## src/hw/rtl/lfg_pkg.sv

```systemverilog
// Shared types and constants of the load threshold frequency governor.
`default_nettype none
package lfg_pkg;

	localparam int unsigned CNT_W    = 64;
	localparam int unsigned FREQ_W   = 24;
	localparam int unsigned LOAD_W   = 7;
	localparam int unsigned HOLD_W   = 8;
	localparam int unsigned PADDR_W  = 4;
	localparam int unsigned PDATA_W  = 32;
	// 100 * busy needs seven more bits than the counter delta
	localparam int unsigned PROD_W   = CNT_W + LOAD_W;
	// divisor aligned to the top quotient bit
	localparam int unsigned DIVS_W   = CNT_W + LOAD_W - 1;
	localparam int unsigned DIV_STEPS = LOAD_W;
	localparam int unsigned STEP_W   = 3;

	localparam logic [LOAD_W-1:0] THRESHOLD_RST = 7'd5;
	localparam logic [HOLD_W-1:0] HOLD_RST      = 8'd2;
	localparam logic [FREQ_W-1:0] MAX_FREQ_RST  = 24'd3000000;
	localparam logic [FREQ_W-1:0] MIN_FREQ_RST  = 24'd300000;

	typedef enum logic [1:0] {
		REG_LOAD_THRESHOLD = 2'd0,
		REG_HOLD_TICKS     = 2'd1,
		REG_MAX_FREQ       = 2'd2,
		REG_MIN_FREQ       = 2'd3
	} lfg_reg_t;

	typedef enum logic [4:0] {
		ST_IDLE   = 5'b00001,
		ST_DIFF   = 5'b00010,
		ST_SCALE  = 5'b00100,
		ST_DIV    = 5'b01000,
		ST_DECIDE = 5'b10000
	} lfg_state_t;

	typedef struct packed {
		logic capture;
		logic diff;
		logic scale;
		logic step;
		logic finish;
	} lfg_cmd_t;

	typedef struct packed {
		logic out_free;
	} lfg_sts_t;

	typedef struct packed {
		logic [LOAD_W-1:0] load_threshold;
		logic [HOLD_W-1:0] hold_ticks;
		logic [FREQ_W-1:0] max_freq;
		logic [FREQ_W-1:0] min_freq;
	} lfg_cfg_t;

endpackage
`default_nettype wire

```

## src/hw/rtl/lfg_if.sv

```systemverilog
// Sample and result channel interfaces of the frequency governor.
`default_nettype none
interface lfg_sample_if;
	import lfg_pkg::*;
	logic              valid;
	logic              ready;
	logic [CNT_W-1:0]  idle_time;
	logic [CNT_W-1:0]  wall_time;
	logic [FREQ_W-1:0] current_freq;

	modport source (output valid, idle_time, wall_time, current_freq, input ready);
	modport sink   (input valid, idle_time, wall_time, current_freq, output ready);
endinterface

interface lfg_result_if;
	import lfg_pkg::*;
	logic              valid;
	logic              ready;
	logic              change_request;
	logic [FREQ_W-1:0] target_freq;
	logic [LOAD_W-1:0] load_percent;

	modport source (output valid, change_request, target_freq, load_percent, input ready);
	modport sink   (input valid, change_request, target_freq, load_percent, output ready);
endinterface
`default_nettype wire

```

## src/hw/rtl/lfg_ctrl.sv

```systemverilog
// Sequencing state machine of the frequency governor.
`default_nettype none
module lfg_ctrl (
	input  wire logic          clk,
	input  wire logic          arst_n,
	input  wire logic          sample_valid,
	output logic               sample_ready,
	input  lfg_pkg::lfg_sts_t  sts,
	output lfg_pkg::lfg_cmd_t  cmd
);
	import lfg_pkg::*;

	lfg_state_t        state_q, state_d;
	logic [STEP_W-1:0] step_q, step_d;

	always_comb begin
		state_d      = state_q;
		step_d       = step_q;
		cmd          = '0;
		sample_ready = 1'b0;
		unique case (state_q)
			ST_IDLE: begin
				sample_ready = 1'b1;
				if (sample_valid) begin
					cmd.capture = 1'b1;
					state_d     = ST_DIFF;
				end
			end
			ST_DIFF: begin
				cmd.diff = 1'b1;
				state_d  = ST_SCALE;
			end
			ST_SCALE: begin
				cmd.scale = 1'b1;
				step_d    = STEP_W'(DIV_STEPS - 1);
				state_d   = ST_DIV;
			end
			ST_DIV: begin
				cmd.step = 1'b1;
				if (step_q == '0) begin
					state_d = ST_DECIDE;
				end else begin
					step_d = step_q - 1'b1;
				end
			end
			ST_DECIDE: begin
				// hold until the result register can take the new result
				if (sts.out_free) begin
					cmd.finish = 1'b1;
					state_d    = ST_IDLE;
				end
			end
			default: begin
				state_d = ST_IDLE;
			end
		endcase
	end

	always_ff @(posedge clk or negedge arst_n) begin
		if (!arst_n) begin
			state_q <= ST_IDLE;
			step_q  <= '0;
		end else begin
			state_q <= state_d;
			step_q  <= step_d;
		end
	end

endmodule
`default_nettype wire

```

## src/hw/rtl/lfg_dp.sv

```systemverilog
// Datapath of the frequency governor: deltas, scaled divide, decision, result register.
`default_nettype none
module lfg_dp (
	input  wire logic                        clk,
	input  wire logic                        arst_n,
	input  lfg_pkg::lfg_cmd_t                cmd,
	output lfg_pkg::lfg_sts_t                sts,
	input  lfg_pkg::lfg_cfg_t                cfg,
	input  wire logic [lfg_pkg::CNT_W-1:0]   idle_time,
	input  wire logic [lfg_pkg::CNT_W-1:0]   wall_time,
	input  wire logic [lfg_pkg::FREQ_W-1:0]  current_freq,
	output logic                             res_valid,
	input  wire logic                        res_ready,
	output logic                             change_request,
	output logic [lfg_pkg::FREQ_W-1:0]       target_freq,
	output logic [lfg_pkg::LOAD_W-1:0]       load_percent
);
	import lfg_pkg::*;

	// history kept between samples
	logic [CNT_W-1:0]  last_wall_q, last_idle_q;
	logic [HOLD_W-1:0] hold_left_q;

	// per-sample working registers
	logic              first_q, zero_q;
	logic [CNT_W-1:0]  dwall_q, didle_q, busy_q;
	logic [FREQ_W-1:0] cur_q;
	logic [PROD_W-1:0] rem_q;
	logic [DIVS_W-1:0] divisor_q;
	logic [LOAD_W-1:0] quo_q;

	// result register
	logic              out_valid_q, change_q;
	logic [FREQ_W-1:0] target_q;
	logic [LOAD_W-1:0] load_q;

	logic [PROD_W-1:0] busy_ext, prod;
	logic [PROD_W-1:0] divisor_ext;
	logic              fits;
	logic [LOAD_W-1:0] load_val;
	logic [FREQ_W-1:0] target_val;
	logic [HOLD_W-1:0] hold_next;

	// 100 = 64 + 32 + 4
	assign busy_ext    = PROD_W'(busy_q);
	assign prod        = (busy_ext << 6) + (busy_ext << 5) + (busy_ext << 2);
	assign divisor_ext = PROD_W'(divisor_q);
	assign fits        = (rem_q >= divisor_ext);

	always_comb begin
		load_val   = zero_q ? '0 : quo_q;
		hold_next  = hold_left_q;
		target_val = cfg.min_freq;
		if (load_val > cfg.load_threshold) begin
			target_val = cfg.max_freq;
			hold_next  = cfg.hold_ticks;
		end else if (hold_left_q != '0) begin
			target_val = cfg.max_freq;
			hold_next  = hold_left_q - 1'b1;
		end
	end

	assign sts.out_free = !out_valid_q || res_ready;

	always_ff @(posedge clk or negedge arst_n) begin
		if (!arst_n) begin
			last_wall_q <= '0;
			last_idle_q <= '0;
			hold_left_q <= '0;
			out_valid_q <= 1'b0;
		end else begin
			if (cmd.capture) begin
				last_wall_q <= wall_time;
				last_idle_q <= idle_time;
			end
			if (cmd.finish && !first_q) begin
				hold_left_q <= hold_next;
			end
			if (cmd.finish) begin
				out_valid_q <= 1'b1;
			end else if (res_ready) begin
				out_valid_q <= 1'b0;
			end
		end
	end

	always_ff @(posedge clk) begin
		if (cmd.capture) begin
			first_q <= (last_wall_q == '0);
			dwall_q <= wall_time - last_wall_q;
			didle_q <= idle_time - last_idle_q;
			cur_q   <= current_freq;
		end
		if (cmd.diff) begin
			zero_q <= (dwall_q == '0) || (didle_q > dwall_q);
			busy_q <= dwall_q - didle_q;
		end
		if (cmd.scale) begin
			rem_q     <= prod;
			divisor_q <= {dwall_q, (LOAD_W-1)'(0)};
			quo_q     <= '0;
		end
		if (cmd.step) begin
			if (fits) begin
				rem_q <= rem_q - divisor_ext;
			end
			quo_q     <= {quo_q[LOAD_W-2:0], fits};
			divisor_q <= divisor_q >> 1;
		end
		if (cmd.finish) begin
			if (first_q) begin
				change_q <= 1'b0;
				target_q <= '0;
				load_q   <= '0;
			end else begin
				change_q <= (target_val != cur_q);
				target_q <= (target_val != cur_q) ? target_val : '0;
				load_q   <= load_val;
			end
		end
	end

	assign res_valid      = out_valid_q;
	assign change_request = change_q;
	assign target_freq    = target_q;
	assign load_percent   = load_q;

endmodule
`default_nettype wire

```

## src/hw/rtl/load_threshold_freq_governor.sv

```systemverilog
// Top level of the load threshold frequency governor: register file and core.
`default_nettype none
// Threshold frequency governor with hold. Each sample transaction carries the
// cumulative idle and wall counters of a CPU and its present frequency; each
// one yields exactly one result transaction. The first sample after reset (or
// any sample that finds the stored wall counter at zero) only records the
// counters and returns an all-zero result. Later samples compute
// load = floor(100 * (dwall - didle) / dwall) over the full 71-bit product,
// with load forced to zero when no time has passed or the idle delta exceeds
// the wall delta; counters that run backwards wrap modulo 2^64. A load above
// load_threshold selects max_freq and reloads the hold counter from
// hold_ticks; otherwise max_freq is kept while the hold counter counts down,
// then min_freq is chosen. change_request is set, and target_freq carries the
// choice, only when it differs from current_freq. One sample is in work at
// a time: after acceptance it passes through the deltas, the scaling, the
// restoring divide that produces the load one bit per cycle, and the
// decision, which writes its result to the output register; the next sample
// is accepted in the cycle after its result is written, while that result
// may still wait in the output register, so no new sample is taken before
// the last one's result is written, and a waiting result holds the decision
// back. Registers sit at byte addresses 0 (load_threshold), 4 (hold_ticks),
// 8 (max_freq) and 12 (min_freq); writes decode on paddr[3:2] and must be
// made while idle.
module load_threshold_freq_governor (
	input  wire logic                         clk,
	input  wire logic                         arst_n,
	lfg_sample_if.sink                        sample,
	lfg_result_if.source                      result,
	input  wire logic                         psel,
	input  wire logic                         penable,
	input  wire logic                         pwrite,
	input  wire logic [lfg_pkg::PADDR_W-1:0]  paddr,
	input  wire logic [lfg_pkg::PDATA_W-1:0]  pwdata,
	output logic [lfg_pkg::PDATA_W-1:0]       prdata,
	output logic                              pready
);
	import lfg_pkg::*;

	lfg_cfg_t cfg_q;
	lfg_cmd_t cmd;
	lfg_sts_t sts;
	lfg_reg_t reg_sel;
	logic     wr_en;

	assign pready  = 1'b1;
	assign reg_sel = lfg_reg_t'(paddr[3:2]);
	assign wr_en   = psel && penable && pwrite;

	// configuration registers; write on the APB access phase
	always_ff @(posedge clk or negedge arst_n) begin
		if (!arst_n) begin
			cfg_q.load_threshold <= THRESHOLD_RST;
			cfg_q.hold_ticks     <= HOLD_RST;
			cfg_q.max_freq       <= MAX_FREQ_RST;
			cfg_q.min_freq       <= MIN_FREQ_RST;
		end else if (wr_en) begin
			unique case (reg_sel)
				REG_LOAD_THRESHOLD: cfg_q.load_threshold <= pwdata[LOAD_W-1:0];
				REG_HOLD_TICKS:     cfg_q.hold_ticks     <= pwdata[HOLD_W-1:0];
				REG_MAX_FREQ:       cfg_q.max_freq       <= pwdata[FREQ_W-1:0];
				REG_MIN_FREQ:       cfg_q.min_freq       <= pwdata[FREQ_W-1:0];
				default: begin
				end
			endcase
		end
	end

	// read back, zero-extended to the bus width
	always_comb begin
		unique case (reg_sel)
			REG_LOAD_THRESHOLD: prdata = PDATA_W'(cfg_q.load_threshold);
			REG_HOLD_TICKS:     prdata = PDATA_W'(cfg_q.hold_ticks);
			REG_MAX_FREQ:       prdata = PDATA_W'(cfg_q.max_freq);
			REG_MIN_FREQ:       prdata = PDATA_W'(cfg_q.min_freq);
			default:            prdata = '0;
		endcase
	end

	// sequencer: accept one sample, then walk diff, scale, divide, decide
	lfg_ctrl u_ctrl (
		.clk          (clk),
		.arst_n       (arst_n),
		.sample_valid (sample.valid),
		.sample_ready (sample.ready),
		.sts          (sts),
		.cmd          (cmd)
	);

	// datapath holds the counter history, hold counter and result register
	lfg_dp u_dp (
		.clk            (clk),
		.arst_n         (arst_n),
		.cmd            (cmd),
		.sts            (sts),
		.cfg            (cfg_q),
		.idle_time      (sample.idle_time),
		.wall_time      (sample.wall_time),
		.current_freq   (sample.current_freq),
		.res_valid      (result.valid),
		.res_ready      (result.ready),
		.change_request (result.change_request),
		.target_freq    (result.target_freq),
		.load_percent   (result.load_percent)
	);

endmodule
`default_nettype wire

```

## src/flat_wrapper.sv

```systemverilog
// flat-port wrapper written by rule: the top's interface ports become plain ports
module load_threshold_freq_governor_flat import lfg_pkg::*;
  (clk, arst_n, psel, penable, pwrite, paddr, pwdata, prdata, pready, sample_valid, sample_idle_time, sample_wall_time, sample_current_freq, sample_ready, result_valid, result_change_request, result_target_freq, result_load_percent, result_ready);
  lfg_sample_if sample_i ();
  lfg_result_if result_i ();
  input  wire logic clk;
  input  wire logic arst_n;
  input  wire logic psel;
  input  wire logic penable;
  input  wire logic pwrite;
  input  wire logic [lfg_pkg::PADDR_W-1:0] paddr;
  input  wire logic [lfg_pkg::PDATA_W-1:0] pwdata;
  output logic [lfg_pkg::PDATA_W-1:0] prdata;
  output logic pready;
  input wire logic [$bits(sample_i.valid)-1:0] sample_valid;
  input wire logic [$bits(sample_i.idle_time)-1:0] sample_idle_time;
  input wire logic [$bits(sample_i.wall_time)-1:0] sample_wall_time;
  input wire logic [$bits(sample_i.current_freq)-1:0] sample_current_freq;
  output wire logic [$bits(sample_i.ready)-1:0] sample_ready;
  output wire logic [$bits(result_i.valid)-1:0] result_valid;
  output wire logic [$bits(result_i.change_request)-1:0] result_change_request;
  output wire logic [$bits(result_i.target_freq)-1:0] result_target_freq;
  output wire logic [$bits(result_i.load_percent)-1:0] result_load_percent;
  input wire logic [$bits(result_i.ready)-1:0] result_ready;
  assign sample_i.valid = sample_valid;
  assign sample_i.idle_time = sample_idle_time;
  assign sample_i.wall_time = sample_wall_time;
  assign sample_i.current_freq = sample_current_freq;
  assign sample_ready = sample_i.ready;
  assign result_valid = result_i.valid;
  assign result_change_request = result_i.change_request;
  assign result_target_freq = result_i.target_freq;
  assign result_load_percent = result_i.load_percent;
  assign result_i.ready = result_ready;
  load_threshold_freq_governor u_core (.clk(clk), .arst_n(arst_n), .sample(sample_i), .result(result_i), .psel(psel), .penable(penable), .pwrite(pwrite), .paddr(paddr), .pwdata(pwdata), .prdata(prdata), .pready(pready));
endmodule
```

## config.mk

```make
export PLATFORM = sky130hd
export DESIGN_NAME = load_threshold_freq_governor_flat
export DESIGN_NICKNAME = d
export VERILOG_FILES = /design/src/hw/rtl/lfg_pkg.sv /design/src/hw/rtl/lfg_if.sv /design/src/hw/rtl/lfg_ctrl.sv /design/src/hw/rtl/lfg_dp.sv /design/src/hw/rtl/load_threshold_freq_governor.sv /design/src/flat_wrapper.sv
export SDC_FILE = /design/constraint.sdc
export NUM_CORES = 2
export LEC_CHECK = 0
export ABC_CLOCK_PERIOD_IN_PS = 10590
export CORE_MARGIN = 4
export CORE_UTILIZATION = 25
export DETAILED_ROUTE_END_ITERATION = 10
export DONT_BUFFER_PORTS = 1
export SYNTH_ARGS = -nofsm -noshare
export SYNTH_HDL_FRONTEND = slang
export SYNTH_HIERARCHICAL = 1
export SYNTH_SLANG_ARGS = --single-unit
```

## constraint.sdc

```tcl
create_clock -name clk -period 10.59 [get_ports clk]
set_input_delay 0.5295 -clock clk [delete_from_list [all_inputs] [get_ports clk]]
set_output_delay 0.5295 -clock clk [all_outputs]
set_load 0.005 [all_outputs]
```

# Word level (Yosys, flattened, before mapping)
# Cells that the tools add are included.
# Widths: inputs -> output; s select.
[classes] addsub=8 order_cmp=3 eq_ne=13 muxes=29 n_bitwise=1 n_reduce_logical=24
[op_table] op="$mux 71" count=3
[op_table] op="$sub 64x64->64" count=3
[op_table] op="$mux 69" count=2
[op_table] op="$logic_not 64->1" count=2
[op_table] op="$pmux 32 s4" count=1
[op_table] op="$add 70x69->71" count=1
[op_table] op="$add 71x66->71" count=1
[op_table] op="$ge 71x70->1" count=1
[op_table] op="$sub 71x70->71" count=1
[op_table] op="$gt 64x64->1" count=1
[op_table] op="$mux 24" count=2
[op_table] op="$pmux 5 s5" count=1
[op_table] op="$ne 24x24->1" count=1
[op_table] op="$mux 7" count=3
[op_table] op="$mux 8" count=2
[op_table] op="$mux 5" count=3
[op_table] op="$reduce_and 2->1" count=6
[op_table] op="$mux 1" count=10
[op_table] op="$reduce_bool 2->1" count=4
[op_table] op="$reduce_bool 8->1" count=1
[op_table] op="$sub 8x1->8 const B" count=1
[op_table] op="$gt 7x7->1" count=1
[op_table] op="$ne 2x2->1 const B" count=3
[op_table] op="$pmux 3 s2" count=1
[op_table] op="18 further kinds" count=23
[word_totals] reg_bits=606 inputBits=195 output_inout_bits=67 word_cells=101

# Logic depth before layout (Yosys ltp)
[logic_depth] ltp_word=6 mapped_depth=16 ltp_nobuf=16

# Modules after synthesis
# The synthesis kept the hierarchy.
[by_module_without_submodules] mod="lfg_dp" instances=1 cells_per_inst=4461 area_each_um2=40611.4 seq_area_each_um2=14659.1
[by_module_without_submodules] mod="load_threshold_freq_governor" instances=1 cells_per_inst=196 area_each_um2=3084.2 seq_area_each_um2=1602.8
[by_module_without_submodules] mod="lfg_ctrl" instances=1 cells_per_inst=50 area_each_um2=529.3 seq_area_each_um2=201.4

# Worst setup path before layout
# No wires, ideal clock.
[synth_timing] kind="reg-to-reg" start="register u_core.u_ctrl.state_q[2]" end="register u_core.u_dp.busy_q[0], enable pin" setup_ps=672 arrival_ps=7352 required_time_ps=9918 setup_slack_ps=2566 path_stages_with_launch=3 path_buffers=0 period_less_slack_ps=8024 path_cell_list="dfrtp_1 > nor2_1 > nor4b_1"
[synth_lines] element="start: declaration" line_no="lfg_ctrl.sv:13" rtl="lfg_state_t state_q, state_d;"
[synth_lines] element="start signal: assignment" line_no="lfg_ctrl.sv:64" rtl="state_q <= state_d;"
[synth_lines] element="end signal: assignment" line_no="lfg_dp.sv:96" rtl="busy_q <= dwall_q - didle_q;"
[synth_lines] element="end: declaration" line_no="lfg_dp.sv:26" rtl="logic [CNT_W-1:0] dwall_q, didle_q, busy_q;"

# Worst setup path after layout
[layout_timing] start="register u_core.u_dp.zero_q" end="register u_core.u_dp.target_q[21], in the netlist u_core/u_dp/target_freq[21], data pin"
[layout_between] elab_chain_len=6
[layout_lines] element="start: declaration" line_no="lfg_dp.sv:25" rtl="logic first_q, zero_q;"
[layout_lines] element="start signal: assignment" line_no="lfg_dp.sv:95" rtl="zero_q <= (dwall_q == '0) || (didle_q > dwall_q);"
[layout_lines] element="$mux 7 (*)" line_no="lfg_dp.sv:51" rtl="load_val = zero_q ? '0 : quo_q;"
[layout_lines] element="named net u_core.u_dp.load_val[5]" line_no="lfg_dp.sv:40" rtl="logic [LOAD_W-1:0] load_val;"
[layout_lines] element="$gt 7x7->1 (*)" line_no="lfg_dp.sv:54" rtl="if (load_val > cfg.load_threshold) begin"
[layout_lines] element="$mux 24 (*)" line_no="lfg_dp.sv:54"
[layout_lines] element="$ne 24x24->1" line_no="lfg_dp.sv:117" rtl="target_q <= (target_val != cur_q) ? target_val : '0;"
[layout_lines] element="$not 1->1 (no source line)"
[layout_lines] element="$reduce_or 2->1 (no source line)"
[layout_lines] element="end signal: assignment" line_no="lfg_dp.sv:117"
[layout_lines] element="end: declaration" line_no="lfg_dp.sv:34" rtl="logic [FREQ_W-1:0] target_q;"
# The timed path passes the listed nets; every way through them passes the cells marked *.
# A chain may end at the register's enable or synchronous reset.

==> flow_summary_export.csv <==
group,metric,value,unit
outcome,status,"complete, no violations",
critical_path,cp-startpoint,"u_core/u_dp/zero_q$_DFFE_PP_",
final_layout,drive_above_1_share,0.0739,
grt,grt_first_pass_wirelength,209,mm
clock_tree,cts_setup_buffers,0,
route,postRouteAntennaNets,0,
floorplan,chipHeight,429,µm
critical_path,crit_path_end,"u_core/u_dp/target_freq[21]$_SDFFCE_PP0P_",
min_path,min_path_type,"input pin to flip-flop",
yosys,syn-cell-area,0.0442,mm²
timing,finalHoldViolations,0,
flow_run,maxCapViolations,0,
placed_design,place.gp.congestion,0.914,
grt,antenna_found_initial,12,
clock_tree,cts_buffers,68,
floorplan,dieArea,0.184,mm²
clock_tree,cts.sinks,606,
critical_path,end_kind,"flip-flop",
grt,grt_pass1_vias,35277,
yosys,yosys_warnings,6,
route,routed_wl,136,mm
floorplan,core,0.176,mm²
critical_path,r2r-start,"u_core/u_dp/zero_q$_DFFE_PP_",
final_layout,fill_cells,18528,
yosys,async_flop_share,0.343,
clock_tree,tritoncts,"done",
grt,grt_max_degree,209,
floorplan,row_count,154,
route,drc,0,
placed_design,port_buffers,0,
yosys,synth_edf_count,326,
route,first_iter_violations,2744,
yosys,syn_inst,4707,
yosys,ys_types,117,
critical_path,crit_required,10.95,ns
yosys,syn_avg_cell_area,9.40,µm²
critical_path,crit_arrival,5.71,ns
critical_path,crit_type,"flip-flop to flip-flop",
timing,rsz0062_at_grt,"no",
pwr,powerDensity,338,mW/mm²
timing,tightest_slew,1.18,ns
timing,max-slew-margin-rel,0.216,
clock_tree,root_buffer,"clkbuf_16",
critical_path,r2r_cells,14,
timing,setup_viol,0,
clock_tree,clkTransAtPathRegs,0.06,ns
pwr,vdd_ir_drop_max,148,µV
clock_tree,h-tree-depth,3,
critical_path,cp-start-kind,"flip-flop",
final_layout,areaGrowthSynthToFinish,14.4,%
route,firstDrtPassIters,5,
route,viasPerCell,4.92,
timing,fin_setup_tns,0,ns
timing,hold_slack,0.136,ns
route,vias,35421,
timing,period_minus_slack,5.35,ns
critical_path,r2r_end,"u_core/u_dp/target_freq[21]$_SDFFCE_PP0P_",
clock_tree,clk_latency,0.66,ns
pwr,p_leak,20.8,nW
yosys,yosysSeqAreaShare,0.372,
yosys,ys.flop_type,"edfxtp_1",
grt,track_usage,0.143,
timing,timing.final.crit_share,0.505,
floorplan,ios,262,
timing,clock_skew,0.0193,ns
floorplan,dieWidth,429,µm
grt,globalRouteOverflowTotal,0,
route,wl_per_cell,18.9,µm
critical_path,critPathMaxFanout,31,
floorplan,initial_core_util,0.251,
timing,clock.fmax,187,MHz
final_layout,nets,5375,
placed_design,dp_hpwl,102,mm
critical_path,rrSetupSlack,5.24,ns
yosys,ys_ff_latch,606,
timing,maxSlewViolCount,0,
clock_tree,clk_path_buf_depth,3,
==> area by class of cell <==
type,count,area [µm²],area share
Clock inverter,37,377,0.00744
Antenna cell,29,72.6,0.00143
Multi-Input combinational cell,3523,25500,0.503
Timing Repair Buffer,197,1980,0.0391
Clock buffer,89,1880,0.0372
Inverter,380,1430,0.0282
Tap cell,2340,2930,0.0579
Sequential cell,606,16500,0.325
==> critical path, stage by stage (launching register included) <==
cell	delay, ns
edfxtp_1	0.53
nor2b_1	0.17
ha_1	0.26
a21o_1	0.17
a21oi_1	0.19
inv_1	0.09
o31ai_2	0.73
nand4b_2	0.16
buf_4	0.34
mux2i_1	0.40
xnor2_1	0.14
nor4_1	0.48
nand3_1	0.24
o31ai_4	1.01
nor2_1	0.13
==> worst min path at each step <==
stage                       startpoint                                 to  depth (start not counted)
after floorplan                 arst_n        u_core/cfg_q[0]$_DFFE_PN0P_                          0
after global placement          arst_n        u_core/cfg_q[4]$_DFFE_PN0P_                          0
after detailed placement        arst_n       u_core/cfg_q[26]$_DFFE_PN0P_                          0
after CTS                 result_ready  u_core/u_dp/res_valid$_DFFE_PN0P_                          2
after global routing      result_ready  u_core/u_dp/res_valid$_DFFE_PN0P_                          2
final                     result_ready  u_core/u_dp/res_valid$_DFFE_PN0P_                          2
==> kinds of logic (layout without fill, tap and decap cells) <==
kind of cell,after synthesis,after routing,synth area share
AO/OA/AOI/OAI,1361,1361,0.194
XOR/XNOR,317,317,0.0628
adder cells (fa/ha/maj),404,404,0.125
buffers and inverters,585,703,0.0536
flip-flops,606,606,0.372
multiplexers,218,218,0.0569
other,2,38,0.000170
AND/OR/NAND/NOR,1214,1214,0.135
==> stage by stage <==
step                      total power [mW]  instance area, µm²   util  setup slack [ns]  instances
after detailed placement              14.5               46400  0.264              5.38       6866
after CTS                             17.1               50500  0.287              5.37       7171
after global routing                  18.5               50600  0.287              4.88       7198
final                                 17.1               50600  0.287              5.24       7201
after floorplan                       12.1               44300      -              2.57       4714
after global placement                14.3               46400  0.264              5.46       6866
==> metal layers <==
layer,share of wire,vias to the layer above,global-route usage
met5,0,-,0
met1,0.41,17114,0.167
li1,-,17167,-
met3,0.036,246,0.0175
met4,0.056,0,0.0820
met2,0.50,894,0.251
==> registers in the layout, indices dropped and copies added, names as in the netlist <==
signal and flops:
u_core/u_dp/didle_q 64, u_core/u_dp/load_percent 7, u_core/cfg_q 63, u_core/u_dp/target_freq 24, u_core/u_dp/cur_q 24, u_core/u_dp/busy_q 64
u_core/u_ctrl/step_q 3, u_core/u_dp/res_valid 1, u_core/u_dp/rem_q 71, u_core/u_dp/hold_left_q 8, u_core/u_dp/last_wall_q 64, u_core/u_dp/first_q 1
u_core/u_dp/last_idle_q 64, u_core/u_dp/zero_q 1, u_core/u_dp/dwall_q 64, u_core/u_dp/divisor_q 70, u_core/u_ctrl/state_q 5, u_core/u_dp/change_request 1
u_core/u_dp/quo_q 7
==> layout by cell type, fill, tap and decap left out, types with 14 or more instances in the layout <==
master	n
nand4_1	83
a31oi_1	44
ha_1	339
edfxtp_1	326
o21ai_0	298
o31ai_1	17
mux2_4	20
and2_1	47
dfxtp_1	72
nor2b_1	60
dlygate4sd3_1	178
clkbuf_16	69
nor2_1	226
xor2_1	118
o21bai_1	45
o21ai_1	79
buf_4	16
dfstp_2	22
o21a_1	43
and3_1	46
a21o_1	195
inv_1	375
nand2b_1	37
diode_2	29
mux2_2	111
nand2_1	419
nor4_1	39
nand3_1	98
a211oi_1	43
fa_1	65
nor3_1	59
a21oi_1	373
dfrtp_1	186
nor3b_1	16
o211ai_1	32
o31a_1	15
mux2i_1	77
xnor2_1	199
or3_1	14
a221oi_1	17
==> synthesized netlist by cell type, types with 72 or more instances <==
| library cell | count | share of area |
|---|---|---|
| clkbuf_1 | 154 | 0.013 |
| xor2_1 | 118 | 0.023 |
| inv_1 | 376 | 0.032 |
| o21ai_0 | 298 | 0.034 |
| nor2_1 | 228 | 0.019 |
| nand2_1 | 419 | 0.036 |
| o21ai_1 | 79 | 0.0089 |
| mux2i_1 | 77 | 0.017 |
| a21o_1 | 195 | 0.033 |
| a21oi_1 | 373 | 0.042 |
| edfxtp_1 | 326 | 0.22 |
| nand4_1 | 83 | 0.012 |
| dfxtp_1 | 72 | 0.033 |
| xnor2_1 | 199 | 0.039 |
| dfrtp_1 | 186 | 0.11 |
| mux2_2 | 111 | 0.028 |
| nand3_1 | 98 | 0.011 |
| ha_1 | 339 | 0.096 |
==> timing repair <==
item	in CTS	in global routing
hold endpoints to repair	424	0
gates resized for setup	0	0
hold buffers	179	0
==> power by group <==
group | switching, mW | internal [mW] | total (mW)
clock network | 1.06 | 1.36 | 2.42
registers | 0.641 | 3.75 | 4.39
logic | 6.09 | 4.20 | 10.3
total | 7.80 | 9.30 | 17.1
No activity file was read; power rests on OpenSTA's default activity.
